**config.mk**
```make
export PLATFORM = sky130hd
export DESIGN_NAME = clipped_line_pixel_generator_unit
export DESIGN_NICKNAME = d
export VERILOG_FILES = /design/src/clpg_pkg.sv /design/src/clipped_line_pixel_generator_unit.sv /design/src/clpg_stepper.sv /design/src/clpg_pixel_map.sv
export SDC_FILE = /design/constraint.sdc
export NUM_CORES = 1
export LEC_CHECK = 0
export BUFFER_PORTS_ARGS = -buffer_cell sky130_fd_sc_hd__buf_2
export CORE_MARGIN = 1.5
export CORE_UTILIZATION = 52
export DETAILED_ROUTE_END_ITERATION = 8
export PLACE_DENSITY_LB_ADDON = 0.05
export REMOVE_ABC_BUFFERS = 1
export SYNTH_ARGS = -nofsm -noshare
export SYNTH_HDL_FRONTEND = slang
export SYNTH_SLANG_ARGS = --single-unit
```
**constraint.sdc**
```tcl
create_clock -name clk -period 12 [get_ports clk]
set_input_delay 1.2 -clock clk [delete_from_list [all_inputs] [get_ports clk]]
set_output_delay 1.2 -clock clk [all_outputs]
set_load 0.03 [all_outputs]
```
**src/clpg_pkg.sv**
```systemverilog
package clpg_pkg;

  localparam int COORD_BITS = 16;
  localparam int DIM_W      = 13;
  localparam int STRIDE_W   = 14;
  localparam int IDX_W      = 25;
  localparam int COLOUR_W   = 32;
  localparam int CFG_ADDR_W = 2;
  localparam int CFG_DATA_W = STRIDE_W;

  // delta magnitudes, error term and doubled error term
  localparam int DELTA_W = COORD_BITS + 1;
  localparam int ERR_W   = COORD_BITS + 3;
  localparam int E2_W    = ERR_W + 1;
  // wide enough to compare a non-negative coordinate against a screen size
  localparam int CMP_W   = COORD_BITS + DIM_W;
  localparam int PROD_W  = DIM_W + STRIDE_W;

  localparam logic [DIM_W-1:0]    WIDTH_RST  = DIM_W'(640);
  localparam logic [DIM_W-1:0]    HEIGHT_RST = DIM_W'(480);
  localparam logic [STRIDE_W-1:0] STRIDE_RST = STRIDE_W'(640);

  typedef enum logic {
    CMD_LOAD    = 1'b0,
    CMD_ADVANCE = 1'b1
  } cmd_t;

  typedef enum logic [CFG_ADDR_W-1:0] {
    REG_SCREEN_WIDTH  = 2'd0,
    REG_SCREEN_HEIGHT = 2'd1,
    REG_ROW_STRIDE    = 2'd2
  } reg_idx_t;

  typedef struct packed {
    logic                         cmd;
    logic signed [COORD_BITS-1:0] start_x;
    logic signed [COORD_BITS-1:0] start_y;
    logic signed [COORD_BITS-1:0] end_x;
    logic signed [COORD_BITS-1:0] end_y;
    logic [COLOUR_W-1:0]          colour_in;
  } in_item_t;

  typedef struct packed {
    logic signed [COORD_BITS-1:0] pixel_x;
    logic signed [COORD_BITS-1:0] pixel_y;
    logic                         visible;
    logic [IDX_W-1:0]             word_index;
    logic [COLOUR_W-1:0]          colour_out;
    logic                         last;
  } out_item_t;

  // current pixel of the line in progress
  typedef struct packed {
    logic                         active;
    logic signed [COORD_BITS-1:0] x;
    logic signed [COORD_BITS-1:0] y;
    logic                         last;
    logic [COLOUR_W-1:0]          colour;
  } pix_t;

  typedef struct packed {
    logic [DIM_W-1:0]    width;
    logic [DIM_W-1:0]    height;
    logic [STRIDE_W-1:0] stride;
  } screen_cfg_t;

endpackage

```
**src/clipped_line_pixel_generator_unit.sv**
```systemverilog
// channel  | direction | handshake           | payload
// ---------+-----------+---------------------+---------------------------
// in_      | input     | in_valid / in_stall | in_item_t (load / advance)
// out_     | output    | out_valid/out_stall | out_item_t (one pixel)
// cfg_     | input     | cfg_we              | cfg_addr, cfg_wdata
//
// One item per cycle while in_stall is low; an advance shows its pixel on out_ in the cycle after it is taken.
// The Bresenham state, one 13x14 multiply and the clip compares sit between
// the line state registers and the output register.
// Synchronous reset: idle, no line loaded, screen 640x480, stride 640.
// in_stall rises only while a held result beat is stalled on out_.
module clipped_line_pixel_generator_unit
  import clpg_pkg::*;
(
  input  logic                  clk,
  input  logic                  rst_n,
  input  logic                  in_valid,
  output logic                  in_stall,
  input  in_item_t              in_data,
  output logic                  out_valid,
  input  logic                  out_stall,
  output out_item_t             out_data,
  input  logic                  cfg_we,
  input  logic [CFG_ADDR_W-1:0] cfg_addr,
  input  logic [CFG_DATA_W-1:0] cfg_wdata
);

  screen_cfg_t cfg_r, cfg_nxt;
  logic        out_valid_r, out_valid_nxt;
  out_item_t   out_data_r, out_data_nxt;
  logic        in_fire;
  logic        emit;
  pix_t        pix;
  out_item_t   res;

  assign in_stall = out_valid_r && out_stall;
  assign in_fire  = in_valid && !in_stall;
  assign emit     = in_fire && (in_data.cmd == CMD_ADVANCE) && pix.active;

  clpg_stepper u_stepper (
    .clk   (clk),
    .rst_n (rst_n),
    .fire  (in_fire),
    .item  (in_data),
    .pix   (pix)
  );

  clpg_pixel_map u_pixel_map (
    .pix (pix),
    .cfg (cfg_r),
    .res (res)
  );

  always_comb begin
    cfg_nxt = cfg_r;
    if (cfg_we) begin
      unique case (cfg_addr)
        REG_SCREEN_WIDTH:  cfg_nxt.width  = cfg_wdata[DIM_W-1:0];
        REG_SCREEN_HEIGHT: cfg_nxt.height = cfg_wdata[DIM_W-1:0];
        REG_ROW_STRIDE:    cfg_nxt.stride = cfg_wdata[STRIDE_W-1:0];
        default:           cfg_nxt = cfg_r;
      endcase
    end
  end

  always_comb begin
    out_valid_nxt = out_valid_r;
    out_data_nxt  = out_data_r;
    if (emit) begin
      out_valid_nxt = 1'b1;
      out_data_nxt  = res;
    end else if (!out_stall) begin
      // drop the beat once taken
      out_valid_nxt = 1'b0;
    end
  end

  always_ff @(posedge clk) begin
    if (!rst_n) begin
      cfg_r.width  <= WIDTH_RST;
      cfg_r.height <= HEIGHT_RST;
      cfg_r.stride <= STRIDE_RST;
      out_valid_r  <= 1'b0;
    end else begin
      cfg_r       <= cfg_nxt;
      out_valid_r <= out_valid_nxt;
    end
  end

  always_ff @(posedge clk) begin
    out_data_r <= out_data_nxt;
  end

  assign out_valid = out_valid_r;
  assign out_data  = out_data_r;

`ifndef SYNTHESIS
  a_clip_zero_index: assert property (@(posedge clk) disable iff (!rst_n)
    out_valid && !out_data.visible |-> out_data.word_index == '0)
    else $error("clipped pixel carries a nonzero word index");

  a_visible_in_width: assert property (@(posedge clk) disable iff (!rst_n)
    out_valid && out_data.visible |->
      !out_data.pixel_x[COORD_BITS-1] && !out_data.pixel_y[COORD_BITS-1])
    else $error("visible pixel has a negative coordinate");

  a_load_no_beat: assert property (@(posedge clk) disable iff (!rst_n)
    in_fire && in_data.cmd == CMD_LOAD |=> !out_valid)
    else $error("load produced a result beat");

  a_idle_after_last: assert property (@(posedge clk) disable iff (!rst_n)
    emit && pix.last |=> !pix.active)
    else $error("line still active after its last pixel");
`endif

endmodule

```
**src/clpg_stepper.sv**
```systemverilog
module clpg_stepper
  import clpg_pkg::*;
(
  input  logic     clk,
  input  logic     rst_n,
  input  logic     fire,
  input  in_item_t item,
  output pix_t     pix
);

  logic                         active_r, active_nxt;
  logic signed [COORD_BITS-1:0] cur_x_r, cur_x_nxt;
  logic signed [COORD_BITS-1:0] cur_y_r, cur_y_nxt;
  logic signed [COORD_BITS-1:0] tgt_x_r, tgt_x_nxt;
  logic signed [COORD_BITS-1:0] tgt_y_r, tgt_y_nxt;
  logic [DELTA_W-1:0]           abs_dx_r, abs_dx_nxt;
  logic [DELTA_W-1:0]           abs_dy_r, abs_dy_nxt;
  logic                         x_neg_r, x_neg_nxt;
  logic                         y_neg_r, y_neg_nxt;
  logic signed [ERR_W-1:0]      err_r, err_nxt;
  logic [COLOUR_W-1:0]          colour_r, colour_nxt;

  logic signed [DELTA_W-1:0] dx, dy;
  logic [DELTA_W-1:0]        ld_abs_dx, ld_abs_dy;
  logic signed [E2_W-1:0]    e2, dx_e, dy_e;
  logic                      step_x, step_y;
  logic                      at_end;

  assign at_end = (cur_x_r == tgt_x_r) && (cur_y_r == tgt_y_r);

  assign dx = DELTA_W'(item.end_x) - DELTA_W'(item.start_x);
  assign dy = DELTA_W'(item.end_y) - DELTA_W'(item.start_y);
  assign ld_abs_dx = dx[DELTA_W-1] ? DELTA_W'(-dx) : DELTA_W'(dx);
  assign ld_abs_dy = dy[DELTA_W-1] ? DELTA_W'(-dy) : DELTA_W'(dy);

  assign e2   = {err_r, 1'b0};
  assign dx_e = E2_W'(signed'({1'b0, abs_dx_r}));
  assign dy_e = E2_W'(signed'({1'b0, abs_dy_r}));
  assign step_x = e2 > -dy_e;
  assign step_y = e2 < dx_e;

  always_comb begin
    active_nxt = active_r;
    cur_x_nxt  = cur_x_r;
    cur_y_nxt  = cur_y_r;
    tgt_x_nxt  = tgt_x_r;
    tgt_y_nxt  = tgt_y_r;
    abs_dx_nxt = abs_dx_r;
    abs_dy_nxt = abs_dy_r;
    x_neg_nxt  = x_neg_r;
    y_neg_nxt  = y_neg_r;
    err_nxt    = err_r;
    colour_nxt = colour_r;
    if (fire) begin
      if (item.cmd == CMD_LOAD) begin
        active_nxt = 1'b1;
        cur_x_nxt  = item.start_x;
        cur_y_nxt  = item.start_y;
        tgt_x_nxt  = item.end_x;
        tgt_y_nxt  = item.end_y;
        abs_dx_nxt = ld_abs_dx;
        abs_dy_nxt = ld_abs_dy;
        x_neg_nxt  = !(!dx[DELTA_W-1] && (dx != '0));
        y_neg_nxt  = !(!dy[DELTA_W-1] && (dy != '0));
        err_nxt    = ERR_W'(signed'({1'b0, ld_abs_dx})) - ERR_W'(signed'({1'b0, ld_abs_dy}));
        colour_nxt = item.colour_in;
      end else if (active_r) begin
        if (at_end) begin
          active_nxt = 1'b0;
        end else begin
          err_nxt = err_r
                  - (step_x ? ERR_W'(signed'({1'b0, abs_dy_r})) : ERR_W'(0))
                  + (step_y ? ERR_W'(signed'({1'b0, abs_dx_r})) : ERR_W'(0));
          if (step_x) begin
            cur_x_nxt = x_neg_r ? cur_x_r - COORD_BITS'(1) : cur_x_r + COORD_BITS'(1);
          end
          if (step_y) begin
            cur_y_nxt = y_neg_r ? cur_y_r - COORD_BITS'(1) : cur_y_r + COORD_BITS'(1);
          end
        end
      end
    end
  end

  always_ff @(posedge clk) begin
    if (!rst_n) begin
      active_r <= 1'b0;
      cur_x_r  <= '0;
      cur_y_r  <= '0;
      tgt_x_r  <= '0;
      tgt_y_r  <= '0;
      abs_dx_r <= '0;
      abs_dy_r <= '0;
      x_neg_r  <= 1'b0;
      y_neg_r  <= 1'b0;
      err_r    <= '0;
      colour_r <= '0;
    end else begin
      active_r <= active_nxt;
      cur_x_r  <= cur_x_nxt;
      cur_y_r  <= cur_y_nxt;
      tgt_x_r  <= tgt_x_nxt;
      tgt_y_r  <= tgt_y_nxt;
      abs_dx_r <= abs_dx_nxt;
      abs_dy_r <= abs_dy_nxt;
      x_neg_r  <= x_neg_nxt;
      y_neg_r  <= y_neg_nxt;
      err_r    <= err_nxt;
      colour_r <= colour_nxt;
    end
  end

  assign pix.active = active_r;
  assign pix.x      = cur_x_r;
  assign pix.y      = cur_y_r;
  assign pix.last   = at_end;
  assign pix.colour = colour_r;

endmodule

```
**src/clpg_pixel_map.sv**
```systemverilog
module clpg_pixel_map
  import clpg_pkg::*;
(
  input  pix_t        pix,
  input  screen_cfg_t cfg,
  output out_item_t   res
);

  logic [CMP_W-1:0]  x_ext, y_ext;
  logic              vis;
  logic [PROD_W-1:0] row_base;
  logic [IDX_W-1:0]  idx;

  // a visible coordinate is non-negative and below a 13-bit size
  assign x_ext = CMP_W'(unsigned'(pix.x[COORD_BITS-2:0]));
  assign y_ext = CMP_W'(unsigned'(pix.y[COORD_BITS-2:0]));

  assign vis = !pix.x[COORD_BITS-1] && !pix.y[COORD_BITS-1]
            && (x_ext < CMP_W'(cfg.width)) && (y_ext < CMP_W'(cfg.height));

  assign row_base = PROD_W'(y_ext[DIM_W-1:0]) * PROD_W'(cfg.stride);
  assign idx = IDX_W'(row_base) + IDX_W'(x_ext[DIM_W-1:0]);

  assign res.pixel_x    = pix.x;
  assign res.pixel_y    = pix.y;
  assign res.visible    = vis;
  assign res.word_index = vis ? idx : '0;
  assign res.colour_out = pix.colour;
  assign res.last       = pix.last;

endmodule

```
**Word level (Yosys, flattened, before mapping)**

Index checks and enable logic that the tools add are counted.

- Flip-flop bits (word level): 284
- Input bits: 118

- $add $sub $neg: 13
- Multiply operators: 1
- Magnitude comparators: 4
- Eq/ne operators: 9
- Muxes and demuxes: 22
- Bitwise operators: 1
- Reduce and logical (&&, ||, !) cells: 27

Operators with widths:

| operator | number |
|---|---|
| $mux 16 | 10 |
| $mux 17 | 4 |
| $mux 19 | 3 |
| $neg 17->17 | 2 |
| $reduce_bool 17->1 | 2 |
| $sub 16x16->17 | 2 |
| $add 16x2->16 const B | 2 |
| $eq 16x16->1 | 2 |
| $sub 16x2->16 const B | 2 |
| $lt 15x13->1 | 2 |
| $add 25x13->25 | 1 |
| $mul 13x14->25 | 1 |
| $gt 20x20->1 | 1 |
| $lt 20x18->1 | 1 |
| $neg 17->20 | 1 |
| $add 19x19->19 | 1 |
| $sub 19x19->19 | 1 |
| $sub 17x17->18 | 1 |
| $logic_and 1x1->1 | 10 |
| $ne 2x1->1 const B | 4 |
| $reduce_and 2->1 | 4 |
| $reduce_and 4->1 | 2 |
| $logic_not 1->1 | 7 |
| $mux 1 | 5 |
| other kinds (6) | 6 |

**Depth between registers and ports, before layout**

- Word-level depth: 8
- Mapped depth: 27

**Modules after synthesis**

A second synthesis with hierarchy kept.

- Cells, all modules: 2,935
- Area, all modules: 25,493.2 µm²

By module, submodules not included:

| module | times used | cells each | area each (µm²) |
|---|---|---|---|
| clpg_stepper | 1 | 1,756 | 13,452.9 |
| clpg_pixel_map | 1 | 928 | 7,724.9 |
| clipped_line_pixel_generator_unit | 1 | 251 | 4,315.4 |

**Least setup slack after synthesis**

Ideal clock, no wire load.

- Path type: reg-to-reg
- From: register u_stepper.abs_dy_r[6]
- To: register u_stepper.err_r[18]
- Library setup time: 74 ps
- Data arrival time: 6,275 ps
- Required time: 11,926 ps
- Setup slack: 5,651 ps
- Stages on the path, launching flop included: 26
- Period minus slack after synthesis: 6,349 ps
- Cells stage by stage: dfxtp_1 -> or4_1 -> nor4_1 -> nor2b_1 -> nand2b_1 -> nor4_1 -> ha_1 -> a21o_1 -> a21o_1 -> a221oi_1 -> o211ai_1 -> o32ai_1 -> nor2_1 -> and2_1 -> fa_1 -> inv_1 -> ha_1 -> a211oi_1 -> o21ai_0 -> a2111o_1 -> a31oi_1 -> o21ai_0 -> a21bo_2 -> a31oi_1 -> mux2_2 -> a31oi_1

- Longest elaborated chain between the ends: 8

RTL lines:

| element | line | RTL |
|---|---|---|
| start, declared | clpg_stepper.sv:17 | `logic [DELTA_W-1:0] abs_dy_r, abs_dy_nxt;` |
| start signal, assigned | clpg_stepper.sv:105 | `abs_dy_r <= abs_dy_nxt;` |
| $neg 17->20 | clpg_stepper.sv:39 | `assign step_x = e2 > -dy_e;` |
| $gt 20x20->1 | clpg_stepper.sv:39 |  |
| $mux 17 (*) | clpg_stepper.sv:72 | `- (step_x ? ERR_W'(signed'({1'b0, abs_dy_r})) : ERR_W'(0))` |
| $sub 19x19->19 (*) | clpg_stepper.sv:72 |  |
| $add 19x19->19 (*) | clpg_stepper.sv:73 | `+ (step_y ? ERR_W'(signed'({1'b0, abs_dx_r})) : ERR_W'(0));` |
| $mux 19 (*) | clpg_stepper.sv:68 | `if (at_end) begin` |
| $mux 19 (*) | clpg_stepper.sv:67 | `end else if (active_r) begin` |
| $mux 19 (*) | clpg_stepper.sv:55 | `if (item.cmd == CMD_LOAD) begin` |
| end signal, assigned | clpg_stepper.sv:108 | `err_r <= err_nxt;` |
| end, declared | clpg_stepper.sv:20 | `logic signed [ERR_W-1:0] err_r, err_nxt;` |

Every way passes the cells marked *; elsewhere a longest branch is shown, timed or not. The select of a mux whose other input is x is not followed.
A chain may end at the register's enable or synchronous reset.

**Worst setup path after layout**

Ends and elaborated chain as after synthesis.

==> results.md <==
- PortBufs: 210
- Hold path start: u_stepper.colour_r[28]$_SDFFE_PN0P_
- PwrDens: between 100 and 150 mW/mm^2
- Initial Utilization: around 53%
- Chip height: 218 um
- Arrival time worst endpoint: around 7.9 ns
- Flops & latches, synth: 284
- WL final: between 70 and 80 mm
- Yosys cell types: 80
- Die area: 0.0477 sq mm
- Pins over their slew limit: 0
- Post-route cell area: 0.0268 sq mm
- Total negative setup slack: 0 ns
- DIE WIDTH: approximately 220 um
- Mapped Avg Cell Area: 8.62 sq um
- Clock Skews: between 0.02 and 0.025 ns
- First DRT Iteration DRCs: roughly 1500
- Vias in the first global route: 20100
- Post-synth EDFFs: slightly above 90
- Crit path time final: 7.37 ns
- Max Fclk: 136 MHz
- Final Core Density: 58.7%
- FFs w/ async S/R, synth: 0%
- Non-Filler Instances: 3580
- Clk sinks: ~280
- Worst endpoint required time: 12.48 ns
- CP top delay family: compound AO/OA/AOI/OAI gates
- Antenna violations before repair: 6
- Root Buffer: clkbuf_16
- Endpoints failing hold: 0
- FF-to-FF End: u_stepper.err_r[18]$_SDFFE_PN0P_
- Status: completed
- Worst path slowest cell: or4_1
- Post-DRT Antenna Nets: 0
- Max Cap Viol: 0
- Layout area overhead: 11.0%
- Post-DP HPWL: around 53 mm
- Drt wl/cell: 19.6 um
- Leak Pwr: 0.0126 uW
- Crit end category: register
- Setup CP Type: register to register
- Clk Latency, worst-skew pair: 0.56 ns
- Final #Nets: 3470
- CTS clk-pin slew, worst paths: 0.06 ns
- CP most frequent cell: a31oi_1
- Drt via density: 5.73
- CTS buffer count: 35
- R2R setup slack: 4.63 ns
- TritonCTS clock tree: built
- Fraction of layout cells with a size suffix above 1: a little over a tenth
- Largest net degree at the start of global routing: between 90 and 100
- First-pass GRT wire length: 110 mm
- Rel. slew slack: 24.0%
- Reg2Reg Depth: 25
- Peak fanout along the critical path: 16
- Critical Path Start Type: register
- H-tree depth: 2
- Max VDD drop: 0.0000927 V
- Vias: 20500
- Row cnt: 78
- Final Cycle Share: 61.4%
- Post-CTS Setup Inserts: 0
- Clk buf depth: 3
- RePlAce Congestion: 0.952
- Worst r2r src: u_stepper.abs_dy_r[6]$_SDFFE_PN0P_
- Worst Hold Class: register to register
- Core Region: 0.0456 sq mm
- RSZ-0062 raised after global routing: false
- Tot Pwr: 3990 uW
- Synth Warn #: 0
- Area after DPL: 0.0257 sq mm
- Post-synthesis sequential area ratio: between 20% and 30%
- Setup violations, final: 0
- Worst hold stages: 0
- Slew @ Worst Pin: 1.14 ns
- # IOs: between 200 and 250
- Post-CTS sizing: 0
- DRT Pass-1 Iters: 5
- Worst path max stage delay: 0.60 ns
- Commonest register cell after synthesis: dfxtp_1
- DRC errors left: 0
- Hold Path Sink: out_data[29]$_DFFE_PP_
- GRT Residual Overflow: 0
- Post-Synthesis Cell Area: 0.0241 sq mm
- Hold-fix buffers, CTS: 0
- GRT Total Usage: 29.7%
- Synthesized instance count: 2797
- DP Cell Count: between 3000 and 4000
- Worst Path Buf+Inv: 1
==> routing by layer <==
layer / wire length, um / up-vias / GRT usage [%]
met2: 30300 / 743 / 45.4
li1: - / 9813 / -
met5: 45 / - / 0
met3: 6660 / 102 / 7.74
met1: 31400 / 9844 / 41.4
met4: 1670 / 8 / 7.89
==> cell usage in the layout, fill, tap and decap left out, types with 28 or more instances in the layout <==
cell type and instances:
xor2_1 86, edfxtp_1 91, fa_1 162, o21ai_0 115, nor3_1 36, inv_1 312, ha_1 239, o21a_1 28
and2_1 110, buf_2 210, nand2_1 422, nand3_1 36, a21oi_1 213, xnor2_1 69, clkbuf_16 35, a21o_1 40
dfxtp_1 193, nor2_1 141, a211oi_1 57
==> cells in the mapped netlist (4+ instances only) <==
cell type	count	area, sq um
fa_1	162	3240
xor2_1	86	753
nor3b_1	8	60.1
o31ai_1	14	105
or2_2	7	43.8
a21o_1	40	300
nor2_1	142	533
dfxtp_1	193	3860
a41oi_1	5	43.8
o21bai_1	9	67.6
o31a_1	6	52.6
o21ai_0	115	576
inv_1	313	1170
nor2b_1	17	106
a21oi_1	213	1070
nand3b_1	6	45.0
a21boi_0	6	45.0
nand2b_1	18	113
o211a_1	10	100
and2_1	110	688
a311o_1	4	40.0
a22oi_1	4	30.0
buf_2	4	20.0
ha_1	239	2990
nor4_1	27	169
nor3_1	37	185
a211oi_1	57	428
or4_1	5	37.5
or3_1	18	113
o41ai_1	4	35.0
clkbuf_1	102	383
a31oi_1	19	119
o211ai_1	24	180
a221oi_1	5	43.8
nand4_1	13	81.3
edfxtp_1	91	2730
o221ai_1	5	43.8
o21a_1	28	210
buf_1	10	37.5
nand2_1	423	1590
xnor2_1	69	604
nand3_1	36	180
mux2i_1	23	230
and3_1	13	81.3
==> per-stage QoR <==
stage                     setup slack [ns]  hold WS (ns)
final                                 4.63         0.428
after global routing                  4.14         0.435
after CTS                             4.72         0.429
after detailed placement              4.77         0.415
after global placement                4.99         0.411
after floorplan                       5.57         0.408
==> power breakdown <==
part / total (uW) / internal (uW) / switching, uW / leakage, uW
sequential: 1180 / 1060 / 118 / 0.00249
combinational: 1780 / 717 / 1060 / 0.00958
clock: 1030 / 597 / 437 / 0.000525
==> worst max path at each step <==
stage / from / to / slack [ns] / depth (start not counted)
after CTS: u_stepper.abs_dy_r[6]$_SDFFE_PN0P_ / u_stepper.err_r[18]$_SDFFE_PN0P_ / 4.72 / 25
after detailed placement: u_stepper.abs_dy_r[6]$_SDFFE_PN0P_ / u_stepper.err_r[18]$_SDFFE_PN0P_ / 4.77 / 25
after global placement: u_stepper.abs_dy_r[6]$_SDFFE_PN0P_ / u_stepper.err_r[18]$_SDFFE_PN0P_ / 4.99 / 25
final: u_stepper.abs_dy_r[6]$_SDFFE_PN0P_ / u_stepper.err_r[18]$_SDFFE_PN0P_ / 4.63 / 25
after global routing: u_stepper.abs_dy_r[6]$_SDFFE_PN0P_ / u_stepper.err_r[18]$_SDFFE_PN0P_ / 4.14 / 25
after floorplan: u_stepper.abs_dy_r[6]$_SDFFE_PN0P_ / u_stepper.err_r[18]$_SDFFE_PN0P_ / 5.57 / 25
==> final cells by class <==
type	count	area (sq um)
fillers	4122	18800
multi-input cells	2084	15900
flip-flops and latches	284	6600
repair buffers	233	1220
inverters	313	1180
clock buffers	47	941
well taps	600	751
clock inverters	17	148
diodes	2	5.00
==> state kept, by name, indices dropped and copies added (netlist names), 16 cells and up <==
register            cells
out_data               91
u_stepper.cur_x_r      16
u_stepper.colour_r     32
u_stepper.cur_y_r      16
u_stepper.tgt_y_r      16
u_stepper.abs_dx_r     17
cfg_r                  40
u_stepper.tgt_x_r      16
u_stepper.err_r        19
u_stepper.abs_dy_r     17
==> cells by family (layout without fill, tap and decap cells) <==
logic type,after synthesis,count (layout),synth area share [%]
AND/OR/NAND/NOR,892,892,17.2
AO/OA/AOI/OAI,611,611,16.3
buffers and inverters,429,610,6.70
adder cells (fa/ha/maj),401,401,25.9
flip-flops,284,284,27.4
XOR/XNOR,155,155,5.63
multiplexers,25,25,1.05
other,0,2,0
Power figures use the tool's default switching activity.
